==> config.mk <==
export PLATFORM = sky130hd
export DESIGN_NAME = text_mode_cell_pixel_generator_core
export DESIGN_NICKNAME = d
export VERILOG_FILES = /design/src/rtl/tmpg_pkg.sv /design/src/rtl/tmpg_front.sv /design/src/rtl/tmpg_queue.sv /design/src/rtl/tmpg_back.sv /design/src/rtl/text_mode_cell_pixel_generator_core.sv
export VERILOG_INCLUDE_DIRS = /design/src /design/src/rtl
export SDC_FILE = /design/constraint.sdc
export NUM_CORES = 1
export LEC_CHECK = 0
export BUFFER_PORTS_ARGS = -buffer_cell sky130_fd_sc_hd__buf_2
export CAP_MARGIN = 20
export CORE_MARGIN = 2
export CORE_UTILIZATION = 59
export DETAILED_ROUTE_END_ITERATION = 16
export PLACE_DENSITY_LB_ADDON = 0.2
export SETUP_SLACK_MARGIN = 0.15
export SLEW_MARGIN = 20
export SYNTH_ARGS = -nofsm -noshare
export SYNTH_HDL_FRONTEND = slang
export SYNTH_HIERARCHICAL = 1
export SYNTH_SLANG_ARGS = --single-unit
==> constraint.sdc <==
create_clock -name clk -period 5 [get_ports clk]
set_clock_uncertainty 0.1 [all_clocks]
set_input_delay 0.25 -clock clk [delete_from_list [all_inputs] [get_ports clk]]
set_output_delay 0.25 -clock clk [all_outputs]
set_load 0.02 [all_outputs]
==> src/rtl/text_mode_cell_pixel_generator_core_defines.svh <==
// ----------------------------------------------------------------------------
// Assertion macros for the character-cell pixel generator
// Shared property forms; clocked on clk and disabled during rst.
// ----------------------------------------------------------------------------
`ifndef TEXT_MODE_CELL_PIXEL_GENERATOR_CORE_DEFINES_SVH
`define TEXT_MODE_CELL_PIXEL_GENERATOR_CORE_DEFINES_SVH

// Same-cycle implication
`define TMPG_ASSERT_NOW(label, ante, cons, msg) \
  label: assert property (@(posedge clk) disable iff (rst) (ante) |-> (cons)) \
    else $error(msg);

// Next-cycle implication
`define TMPG_ASSERT_NEXT(label, ante, cons, msg) \
  label: assert property (@(posedge clk) disable iff (rst) (ante) |=> (cons)) \
    else $error(msg);

`endif

==> src/rtl/tmpg_pkg.sv <==
// ----------------------------------------------------------------------------
// tmpg_pkg
// Types, constants and the palette for the character-cell pixel generator.
// ----------------------------------------------------------------------------
`timescale 1ns / 1ps
`default_nettype none

package tmpg_pkg;

  localparam int DEF_BORDER_WIDTH = 8;
  localparam int DEF_MAX_COLUMNS  = 32;

  localparam int COORD_W = 9;
  localparam int RGB_W   = 24;
  localparam int CFG_W   = 7;
  localparam int IDX_W   = 3;

  // Geometry fallbacks
  localparam logic [6:0] DEFAULT_COLUMNS = 7'd22;
  localparam logic [5:0] DEFAULT_ROWS    = 6'd23;
  localparam logic [5:0] ROW_LIMIT       = 6'd32;

  // Register indexes
  localparam logic [IDX_W-1:0] REG_COLUMNS    = 3'd0;
  localparam logic [IDX_W-1:0] REG_ROWS       = 3'd1;
  localparam logic [IDX_W-1:0] REG_BACKGROUND = 3'd2;
  localparam logic [IDX_W-1:0] REG_BORDER     = 3'd3;
  localparam logic [IDX_W-1:0] REG_AUXILIARY  = 3'd4;
  localparam logic [IDX_W-1:0] REG_NORMAL     = 3'd5;

  // Multicolour pair codes
  localparam logic [1:0] PAIR_BACKGROUND = 2'd0;
  localparam logic [1:0] PAIR_BORDER     = 2'd1;
  localparam logic [1:0] PAIR_FOREGROUND = 2'd2;
  localparam logic [1:0] PAIR_AUXILIARY  = 2'd3;

  // Queue between front and back
  localparam int QDEPTH = 2;

  typedef struct packed {
    logic [6:0] columns_setting;
    logic [5:0] rows_setting;
    logic [3:0] background_colour;
    logic [2:0] border_colour;
    logic [3:0] auxiliary_colour;
    logic       normal_video;
  } cfg_t;

  localparam cfg_t CFG_RESET = '{
    columns_setting:   7'd22,
    rows_setting:      6'd23,
    background_colour: 4'd1,
    border_colour:     3'd3,
    auxiliary_colour:  4'd0,
    normal_video:      1'b1
  };

  // One glyph row as handed from front to back
  typedef struct packed {
    logic [COORD_W-1:0] x0;
    logic [COORD_W-1:0] y;
    logic               frame_end;
    logic [7:0]         glyph_bits;
    logic [3:0]         cell_colour;
  } desc_t;

  function automatic logic [RGB_W-1:0] palette_rgb(input logic [3:0] idx);
    logic [RGB_W-1:0] rgb;
    unique case (idx)
      4'd0:  rgb = 24'h000000;
      4'd1:  rgb = 24'hFFFFFF;
      4'd2:  rgb = 24'h772D26;
      4'd3:  rgb = 24'h85D4DC;
      4'd4:  rgb = 24'hA85FB4;
      4'd5:  rgb = 24'h559E4A;
      4'd6:  rgb = 24'h42348B;
      4'd7:  rgb = 24'hBDCC71;
      4'd8:  rgb = 24'hA8734A;
      4'd9:  rgb = 24'hE9B287;
      4'd10: rgb = 24'hB66862;
      4'd11: rgb = 24'hC5FFFF;
      4'd12: rgb = 24'hE99DF5;
      4'd13: rgb = 24'h92DF87;
      4'd14: rgb = 24'h7E70CA;
      4'd15: rgb = 24'hFFFFB0;
      default: rgb = 24'h000000;
    endcase
    return rgb;
  endfunction

endpackage

`default_nettype wire

==> src/rtl/tmpg_front.sv <==
// ----------------------------------------------------------------------------
// tmpg_front
// Accepts glyph rows, tracks the cell position and builds a descriptor.
// ----------------------------------------------------------------------------
`timescale 1ns / 1ps
`default_nettype none

module tmpg_front
  import tmpg_pkg::*;
#(
  parameter int BORDER_WIDTH = DEF_BORDER_WIDTH,
  parameter int MAX_COLUMNS  = DEF_MAX_COLUMNS
) (
  input  wire logic  clk,
  input  wire logic  rst,
  input  wire cfg_t  cfg,
  input  wire logic  accept,
  input  wire logic [7:0] glyph_bits,
  input  wire logic [3:0] cell_colour,
  output desc_t      desc
);

  localparam int SumW = $clog2(BORDER_WIDTH + 256) + 1;

  logic [2:0] glyph_row_count;
  logic [4:0] cell_column_count;
  logic [4:0] cell_row_count;

  logic [6:0]      cols;
  logic [5:0]      rows;
  logic            last_row_of_cell;
  logic            last_col;
  logic            last_line;
  logic [SumW-1:0] x_sum;
  logic [SumW-1:0] y_sum;

  always_comb begin
    cols = (cfg.columns_setting == 7'd0 ||
            cfg.columns_setting > 7'(MAX_COLUMNS)) ? DEFAULT_COLUMNS
                                                    : cfg.columns_setting;
    rows = (cfg.rows_setting == 6'd0 || cfg.rows_setting > ROW_LIMIT) ? DEFAULT_ROWS
                                                                      : cfg.rows_setting;
    last_row_of_cell = (glyph_row_count == 3'd7);
    last_col  = ({2'b00, cell_column_count} + 7'd1) >= cols;
    last_line = ({1'b0, cell_row_count} + 6'd1) >= rows;

    x_sum = SumW'(BORDER_WIDTH) + SumW'({cell_column_count, 3'b000});
    y_sum = SumW'(BORDER_WIDTH) + SumW'({cell_row_count, glyph_row_count});

    desc.x0          = x_sum[COORD_W-1:0];
    desc.y           = y_sum[COORD_W-1:0];
    desc.frame_end   = last_row_of_cell && last_col && last_line;
    desc.glyph_bits  = glyph_bits;
    desc.cell_colour = cell_colour;
  end

  // Advance the cell raster on every accepted row
  always_ff @(posedge clk) begin
    if (rst) begin
      glyph_row_count   <= '0;
      cell_column_count <= '0;
      cell_row_count    <= '0;
    end else if (accept) begin
      if (!last_row_of_cell) begin
        glyph_row_count <= glyph_row_count + 3'd1;
      end else begin
        glyph_row_count <= '0;
        if (!last_col) begin
          cell_column_count <= cell_column_count + 5'd1;
        end else begin
          cell_column_count <= '0;
          cell_row_count    <= last_line ? 5'd0 : cell_row_count + 5'd1;
        end
      end
    end
  end

endmodule

`default_nettype wire

==> src/rtl/tmpg_queue.sv <==
// ----------------------------------------------------------------------------
// tmpg_queue
// Short descriptor queue that decouples the front from the pixel back end.
// ----------------------------------------------------------------------------
`timescale 1ns / 1ps
`default_nettype none

module tmpg_queue
  import tmpg_pkg::*;
(
  input  wire logic  clk,
  input  wire logic  rst,
  input  wire logic  push,
  input  wire desc_t push_desc,
  output logic       full,
  input  wire logic  pop,
  output logic       head_valid,
  output desc_t      head
);

  localparam int PtrW = (QDEPTH > 1) ? $clog2(QDEPTH) : 1;

  desc_t           entries [QDEPTH];
  logic [PtrW-1:0] wr_ptr;
  logic [PtrW-1:0] rd_ptr;
  logic [PtrW:0]   count;
  logic            do_push;
  logic            do_pop;

  assign full       = (count == (PtrW+1)'(QDEPTH));
  assign head_valid = (count != '0);
  assign head       = entries[rd_ptr];
  assign do_push    = push && !full;
  assign do_pop     = pop && head_valid;

  always_ff @(posedge clk) begin
    if (do_push) begin
      entries[wr_ptr] <= push_desc;
    end
  end

  always_ff @(posedge clk) begin
    if (rst) begin
      wr_ptr <= '0;
      rd_ptr <= '0;
      count  <= '0;
    end else begin
      if (do_push) begin
        wr_ptr <= (wr_ptr == PtrW'(QDEPTH - 1)) ? '0 : wr_ptr + PtrW'(1);
      end
      if (do_pop) begin
        rd_ptr <= (rd_ptr == PtrW'(QDEPTH - 1)) ? '0 : rd_ptr + PtrW'(1);
      end
      priority if (do_push && !do_pop) begin
        count <= count + (PtrW+1)'(1);
      end else if (do_pop && !do_push) begin
        count <= count - (PtrW+1)'(1);
      end
    end
  end

endmodule

`default_nettype wire

==> src/rtl/tmpg_back.sv <==
// ----------------------------------------------------------------------------
// tmpg_back
// Expands one descriptor into eight pixels, one per clock unless m_tready stalls, with palette RGB.
// ----------------------------------------------------------------------------
`timescale 1ns / 1ps
`default_nettype none

module tmpg_back
  import tmpg_pkg::*;
(
  input  wire logic  clk,
  input  wire logic  rst,
  input  wire cfg_t  cfg,
  input  wire logic  head_valid,
  input  wire desc_t head,
  output logic       pop,
  output logic       m_tvalid,
  input  wire logic  m_tready,
  output logic [COORD_W-1:0] pixel_x,
  output logic [COORD_W-1:0] pixel_y,
  output logic [RGB_W-1:0]   pixel_rgb,
  output logic       last_of_row,
  output logic       frame_done
);

  logic [2:0] pix;
  logic       load;
  logic       hi_on;
  logic [1:0] pair;
  logic [3:0] idx;

  assign load = head_valid && (!m_tvalid || m_tready);
  assign pop  = load && (pix == 3'd7);

  always_comb begin
    // Leftmost pixel is the MSB: bit 7 - pix is bit ~pix
    hi_on = head.glyph_bits[~pix] ^ ~cfg.normal_video;
    pair  = {head.glyph_bits[{~pix[2:1], 1'b1}], head.glyph_bits[{~pix[2:1], 1'b0}]};
    if (head.cell_colour[3]) begin
      unique case (pair)
        PAIR_BACKGROUND: idx = cfg.background_colour;
        PAIR_BORDER:     idx = {1'b0, cfg.border_colour};
        PAIR_FOREGROUND: idx = {1'b0, head.cell_colour[2:0]};
        PAIR_AUXILIARY:  idx = cfg.auxiliary_colour;
        default:         idx = cfg.background_colour;
      endcase
    end else begin
      idx = hi_on ? {1'b0, head.cell_colour[2:0]} : cfg.background_colour;
    end
  end

  always_ff @(posedge clk) begin
    if (rst) begin
      m_tvalid <= 1'b0;
      pix      <= '0;
    end else if (load) begin
      m_tvalid <= 1'b1;
      pix      <= pix + 3'd1;
    end else if (m_tready) begin
      m_tvalid <= 1'b0;
    end
  end

  always_ff @(posedge clk) begin
    if (load) begin
      pixel_x     <= head.x0 + COORD_W'(pix);
      pixel_y     <= head.y;
      pixel_rgb   <= palette_rgb(idx);
      last_of_row <= (pix == 3'd7);
      frame_done  <= (pix == 3'd7) && head.frame_end;
    end
  end

endmodule

`default_nettype wire

==> src/rtl/text_mode_cell_pixel_generator_core.sv <==
// The first pixel of an accepted row is registered in the queue, then in the pixel output registers.
// Eight pixels per input row, one pixel per clock from the pixel stage unless m_tready stalls it.
// A two-entry row queue lets the input take the next row while pixels drain.
// Reset: raster counters and queue clear, registers take their defaults at once.
// No clearing pass; the block is ready in the cycle after reset drops.
// ----------------------------------------------------------------------------
// text_mode_cell_pixel_generator_core
// Character-cell pixel generator: glyph rows in, framebuffer pixels out.
// ----------------------------------------------------------------------------
`timescale 1ns / 1ps
`default_nettype none
`include "text_mode_cell_pixel_generator_core_defines.svh"

module text_mode_cell_pixel_generator_core
  import tmpg_pkg::*;
#(
  parameter int BORDER_WIDTH = DEF_BORDER_WIDTH,
  parameter int MAX_COLUMNS  = DEF_MAX_COLUMNS
) (
  input  wire logic             clk,
  input  wire logic             rst,
  input  wire logic             cfg_we,
  input  wire logic [IDX_W-1:0] cfg_index,
  input  wire logic [CFG_W-1:0] cfg_data,
  input  wire logic             s_tvalid,
  output logic                  s_tready,
  input  wire logic [15:0]      s_tdata,   // glyph_bits[7:0], cell_colour[11:8], zero pad
  output logic                  m_tvalid,
  input  wire logic             m_tready,
  output logic [47:0]           m_tdata,   // pixel_x[8:0], pixel_y[17:9], pixel_rgb[41:18]
  output logic                  m_tlast,   // last_of_row
  output logic                  m_tuser    // frame_done
);

  cfg_t  cfg;
  desc_t front_desc;
  desc_t head;
  logic  full;
  logic  head_valid;
  logic  pop;
  logic  accept;

  logic [COORD_W-1:0] pixel_x;
  logic [COORD_W-1:0] pixel_y;
  logic [RGB_W-1:0]   pixel_rgb;

  assign s_tready = !full;
  assign accept   = s_tvalid && s_tready;
  assign m_tdata  = {6'b0, pixel_rgb, pixel_y, pixel_x};

  always_ff @(posedge clk) begin
    if (rst) begin
      cfg <= CFG_RESET;
    end else if (cfg_we) begin
      unique case (cfg_index)
        REG_COLUMNS:    cfg.columns_setting   <= cfg_data;
        REG_ROWS:       cfg.rows_setting      <= cfg_data[5:0];
        REG_BACKGROUND: cfg.background_colour <= cfg_data[3:0];
        REG_BORDER:     cfg.border_colour     <= cfg_data[2:0];
        REG_AUXILIARY:  cfg.auxiliary_colour  <= cfg_data[3:0];
        REG_NORMAL:     cfg.normal_video      <= cfg_data[0];
        default: ;
      endcase
    end
  end

  tmpg_front #(
    .BORDER_WIDTH (BORDER_WIDTH),
    .MAX_COLUMNS  (MAX_COLUMNS)
  ) u_front (
    .clk         (clk),
    .rst         (rst),
    .cfg         (cfg),
    .accept      (accept),
    .glyph_bits  (s_tdata[7:0]),
    .cell_colour (s_tdata[11:8]),
    .desc        (front_desc)
  );

  tmpg_queue u_queue (
    .clk        (clk),
    .rst        (rst),
    .push       (accept),
    .push_desc  (front_desc),
    .full       (full),
    .pop        (pop),
    .head_valid (head_valid),
    .head       (head)
  );

  tmpg_back u_back (
    .clk         (clk),
    .rst         (rst),
    .cfg         (cfg),
    .head_valid  (head_valid),
    .head        (head),
    .pop         (pop),
    .m_tvalid    (m_tvalid),
    .m_tready    (m_tready),
    .pixel_x     (pixel_x),
    .pixel_y     (pixel_y),
    .pixel_rgb   (pixel_rgb),
    .last_of_row (m_tlast),
    .frame_done  (m_tuser)
  );

  // Frame end only ever marks the eighth pixel of a row
  `TMPG_ASSERT_NOW(a_frame_on_last, m_tvalid && m_tuser, m_tlast, "frame_done off row end")

  // Pixels of one row follow without a gap once one is taken
  `TMPG_ASSERT_NEXT(a_row_no_gap, m_tvalid && m_tready && !m_tlast, m_tvalid,
    "gap inside a glyph row")

  // Within a row, x steps by one
  `TMPG_ASSERT_NEXT(a_x_step, m_tvalid && m_tready && !m_tlast,
    m_tdata[8:0] == 9'($past(m_tdata[8:0]) + 9'd1), "pixel_x did not advance")

endmodule

`default_nettype wire
# After elaboration in Yosys (flattened, before gate mapping)
# Memory sizes are Yosys's and may differ from the RTL's. A register that Yosys moved wholly into a read port is not among the register bits.
# Index checks and enable logic that the tools add are counted.
# word_totals
inputBits,31
latchBits,0
ram_bits,62
romBits,384
elab_cells,111
n_memories,2
output_inout_bits,52
ff_bits,66
# op_classes
n_eq_ne,11
n_addsub,13
shifts,0
div,0
order_cmp,7
bitwise,4
multipliers,0
n_mux,24
n_reduce_logical,32
# mem_list
name,words,width,rd,rd_ports_with_merged_regs,wr,line,rtl
(no name shown),16,24,1,1,0,tmpg_pkg.sv:69,unique case (idx)
u_queue.entries,2,31,1,1,1,tmpg_queue.sv:23,desc_t entries [QDEPTH];
# ops
operator,count
$add A4 B8 Y9 const A,2
$pmux W4 S4,1
$reduce_and A2 Y1,7
$add A5 B1 Y6 const B,2
$eq A3 B3 Y1 const B,4
$lt A3 B4 Y1 const B,3
$mux W1,11
$add A5 B1 Y5 const B,2
$logic_and A1 B1 Y1,10
$mux W5,2
$add A9 B3 Y9,1
$mux W4,2
$ge A7 B7 Y1,1
$gt A7 B6 Y1 const B,1
$logic_not A7 Y1,1
$mux W7,1
$add A3 B1 Y3 const B,2
$eq A2 B2 Y1 const B,3
$eq A3 B2 Y1 const B,2
$ge A6 B6 Y1,1
$gt A6 B6 Y1 const B,1
$logic_not A6 Y1,1
$mux W6,1
$reduce_bool A2 Y1,3
18 further kinds,26

# Depth between registers and ports, before layout
# depth
depth_word,8
mapped_depth,14

# Hierarchy
# The synthesis kept the hierarchy.
# by_module_without_submodules
module,area_per_inst_um2,cells_per_inst,n_inst
tmpg_back,2866.5,240,1
tmpg_queue,2446.1,121,1
tmpg_front,1229.9,146,1
text_mode_cell_pixel_generator_core,1097.3,108,1

# Worst setup path after synthesis
# Ideal clock, no wire load.
# synth_timing
path_type,register -> register
start,register with a tool-made name
end,register u_back.pixel_rgb[0] (data pin)
stages_incl_launch_ff,14
n_path_buf,3
period_less_slack_ns,3.670
path_slack_ns,1.330
t_arrival_ns,3.315
setup_time_ns,0.255
required_time_ns,4.645
path_cell_list,dfxtp_1 > buf_2 > mux2_2 > mux4_2 > buf_6 > mux2i_1 > mux2i_1 > a211oi_2 > inv_2 > buf_4 > ha_1 > a2111oi_0 > a311oi_2 > a31o_1
# synth_lines
item,line,rtl
end: declaration,tmpg_back.sv:21,"output logic [RGB_W-1:0] pixel_rgb,"

==> impl_table.tex <==
\begin{tabular}{lr}
\hline
Metric & Value \\
\hline
\multicolumn{2}{l}{\textbf{Clock network}} \\
\quad CTS buffer count & 17 \\
\quad Worst-Skew Late Latency & 420 ps \\
\quad TritonCTS clock tree & built \\
\quad Hold-fix buffers at CTS & 13 \\
\quad Clock transition at the registers of the reported paths & 60 ps \\
\quad Post-CTS repair timing setup buffer count & 0 \\
\quad CTS Root Cell & clkbuf\_16 \\
\quad Count of instances resized after the clock tree is built & 0 \\
\quad Htree depth & 4 \\
\quad TritonCTS sink count & 153 \\
\quad Number of buffers on the longest clock path & 2 \\
\multicolumn{2}{l}{\textbf{Route}} \\
\quad Length of the first detailed-routing pass in iterations & 5 \\
\quad Post-route antenna net violation count & 0 \\
\quad Overall via count from detail\_route & 4,783 \\
\quad Per-cell routed wire length & 16.24 um \\
\quad Iteration-0 DRC count of the detailed router & 274 \\
\quad Final Routed Wirelength & 14,110 um \\
\quad Number of remaining DRC errors & 0 \\
\quad Number of vias per cell & 5.504 \\
\multicolumn{2}{l}{\textbf{Placed design}} \\
\quad Setup WS pre-CTS & 993.8 ps \\
\quad Final weighted congestion in routability-driven placement & 0.8445 \\
\quad Number of input and output port buffers inserted & 72 \\
\quad Number of cells after detailed placement & 824 \\
\quad Post-detail-place hpwl & 9600 um \\
\multicolumn{2}{l}{\textbf{Timing}} \\
\quad Setup TNS & 0 ps \\
\quad Min Tclk post-route & 4097 ps \\
\quad Max-slew violations & 0 \\
\quad Period utilization & 81.94\% \\
\quad Max-slew headroom at the worst pin & 29.44\% \\
\quad Final hold violation count & 0 \\
\quad RSZ-0062 raised after global routing & false \\
\quad Final-report setup violation count & 0 \\
\quad Slew @ Worst Pin & 1058 ps \\
\quad Highest achievable clock rate & 244.1 MHz \\
\quad Worst path setup slack after routing & 903.2 ps \\
\multicolumn{2}{l}{\textbf{Setup path}} \\
\quad Data required time of the critical path & 5150 ps \\
\quad Slowest library cell on the worst path & dfxtp\_1 \\
\quad Buffers \& Inverters on Critical Path & 0 \\
\quad Stage delay of the slowest cell on the critical path & 650 ps \\
\quad Worst-path maximum fanout & 12 \\
\quad Family with the most delay on the worst path & multiplexers \\
\quad Worst Setup Path Type & register to register \\
\quad Data arrival, critical path & 4250 ps \\
\quad Cell breakdown of the critical path & mux2\_2 > mux4\_2 > mux2\_2 > a21oi\_1 > nor2\_1 > and2\_1 > ha\_1 > a2111oi\_0 > a211oi\_1 > a31oi\_1 \\
\quad Startpoint kind of the worst setup timing path & register \\
\quad Most frequent CP cell & mux2\_2 \\
\quad Kind of end point of the critical path & register \\
\multicolumn{2}{l}{\textbf{Yosys}} \\
\quad Cell type with the largest total area after synthesis & edfxtp\_1 \\
\quad Number of flops mapped to enable cells by yosys & 106 \\
\quad Predominant post-synthesis flop cell & edfxtp\_1 \\
\quad Number of instances in the synthesized netlist & 615 \\
\quad Unique cell type count in the Yosys netlist & 68 \\
\quad Most common cell in the synthesized netlist & edfxtp\_1 \\
\quad Async SR Flop Fraction & 0\% \\
\quad Leading post-synthesis cells by instance count & 106 x edfxtp\_1, 54 x mux2i\_1, 49 x nor2\_1 \\
\quad Area share of the largest cell type after synthesis & 41.66\% \\
\quad Mapped cell area & 0.007640 mm2 \\
\quad Synth warn & 6 \\
\quad Top cells by area in the synthesized netlist & edfxtp\_1 42\%, dfxtp\_1 12\%, mux2i\_1 7.1\%, ha\_1 4.9\%, mux2\_2 4.9\% \\
\quad Synth Area per Inst & 12.42 um2 \\
\quad Sequential share of the synthesized area & 53.98\% \\
\quad Number of register bits inferred by synthesis & 153 \\
\multicolumn{2}{l}{\textbf{Floorplanning}} \\
\quad Die height & 117.8 um \\
\quad Area of the core region & 0.01262 mm2 \\
\quad Starting density of the core & 60.54\% \\
\quad Area enclosed by the die boundary & 0.01388 mm2 \\
\quad Cell Rows & 41 \\
\quad Ports & 83 \\
\quad Overall die width & 117.8 um \\
\multicolumn{2}{l}{\textbf{Layout}} \\
\quad Sequential standard cell area & 0.004124 mm2 \\
\quad Synth-to-layout area growth & 13.54\% \\
\quad Fillcell total & 944 \\
\quad Ant. Diodes & 0 \\
\quad Area of the multi-input gates & 0.003143 mm2 \\
\quad Count of nets after finishing & 746 \\
\quad End-of-flow core utilization & 68.74\% \\
\quad Share of post-route cells with drive strength above 1 & 23.10\% \\
\quad Final std cells w/o fill & 869 \\
\multicolumn{2}{l}{\textbf{Pwr}} \\
\quad Power per standard cell area & 547.3 mW/mm2 \\
\quad Net load switching power & 1.584 mW \\
\quad Peak ir drop on the vdd network & 0.2738 mV \\
\quad Relative contribution of combinational cells to total power & 33.4\% \\
\quad Cell-internal power & 3.163 mW \\
\quad Post-layout total power & 4.748 mW \\
\quad Fraction of power consumed by the clock network & 26.3\% \\
\quad Sequential share of power & 40.2\% \\
\quad Switching part of the total power & 33.37\% \\
\quad Static power due to leakage & 3.516 nW \\
\multicolumn{2}{l}{\textbf{Global routing}} \\
\quad Wire length of the first global-routing pass & 23,140 um \\
\quad Pin count of the biggest net entering global routing & 63 \\
\quad Vias in the first global route & 4,767 \\
\quad Total grt overflow & 0 \\
\quad GRT Util Overall & 20.95\% \\
\quad Number of antenna violations at the first check in global routing & 0 \\
\multicolumn{2}{l}{\textbf{Hold path}} \\
\quad Type of the worst min-delay path & input port to register \\
\multicolumn{2}{l}{\textbf{Outcome}} \\
\quad Status & finished, final reports clean \\
\multicolumn{2}{l}{\textbf{Flow run}} \\
\quad Max-capacitance violation count & 0 \\
\hline
\end{tabular}
==> power by group through the flow <==
stage,clock (mW),combinational [mW],sequential (mW)
3_5_place_dp,0,1.57,1.94
6_report,1.25,1.59,1.91
3_3_place_gp,0,1.54,1.92
5_1_grt,1.32,1.73,1.94
2_1_floorplan,0,0.953,2.16
4_1_cts,1.27,1.59,1.91
==> cell families after synthesis <==
logic type | count (synthesis) | share of synthesized area [%]
AND/OR/NAND/NOR | 173 | 11.97
flip-flops | 153 | 53.98
multiplexers | 91 | 13.12
AO/OA/AOI/OAI | 75 | 7.796
buffers and inverters | 67 | 5.224
adder cells (fa/ha/maj) | 31 | 5.175
XOR/XNOR | 23 | 2.637
other | 2 | 0.09830
==> worst register-to-register path, stage by stage, from the launching register on <==
cell and delay [ps]:
dfxtp_1 650, mux2_2 420, mux4_2 640, mux2_2 370, a21oi_1 160, nor2_1 150, and2_1 260, ha_1 250
a2111oi_0 600, a211oi_1 120, a31oi_1 200
==> cell type report <==
type                            instances  share of cell area (%)
Sequential cell                       153                   47.54
Clock buffer                           24                   5.669
Inverter                               19                  0.8222
Timing Repair Buffer                   91                   6.173
Multi-Input combinational cell        402                   36.23
Tap cell                              172                   2.481
Clock inverter                          8                   1.082
==> final timing paths <==
kind                  startpoint  cells after the start  slack, ps                             to
max                     register                     10        900  u_back/pixel_rgb[2]$_DFFE_PP_
max reg2reg             register                     10        900  u_back/pixel_rgb[2]$_DFFE_PP_
min reg2reg  cfg[7]$_SDFFE_PP0P_                      2        390            cfg[7]$_SDFFE_PP0P_
min                  cfg_data[6]                      3         40           cfg[24]$_SDFFE_PP0P_
==> registers in the layout (all words and copies together) (netlist names), named ones only <==
signal	flops
u_back/m_tvalid	1
u_queue/entries	62
u_front/cell_column_count	5
u_queue/rd_ptr	1
u_back/pixel_y	9
cfg	25
u_front/cell_row_count	5
u_front/glyph_row_count	3
u_back/pix	3
u_back/frame_done	1
u_back/last_of_row	1
u_back/pixel_rgb	24
u_queue/wr_ptr	1
u_queue/count	2
u_back/pixel_x	9
==> cells in the final DEF (no fill, tap or decap), types with 9 or more instances in the layout <==
cell / n
clkbuf_16: 17
inv_1: 17
ha_1: 30
a21oi_1: 19
mux2i_1: 54
nor3_1: 9
nand2_1: 30
dlygate4sd3_1: 13
conb_1: 9
buf_2: 72
xnor2_1: 10
nand3_1: 13
mux2_2: 33
nand2b_1: 32
edfxtp_1: 106
nor2_1: 49
xor2_1: 13
dfxtp_1: 47
==> routing by layer <==
metal  routed length, um  part of all wire, %  up-vias  track usage (%)
met3                 486                  3.4       12            4.118
met4                 143                  1.0        0            7.605
met1                6372                   45     2319            26.74
met5                   0                    0        -                0
li1                    -                    -     2355                -
met2                7108                   50       97            35.57
==> stage by stage <==
stage	hold WS, ps	cell area, um2
after global placement	340.9	7959
after floorplan	219.1	7666
after global routing	47.51	8675
final	39.17	8675
after detailed placement	347.4	7959
after CTS	24.58	8675
No activity file was read; power rests on OpenSTA's default activity.
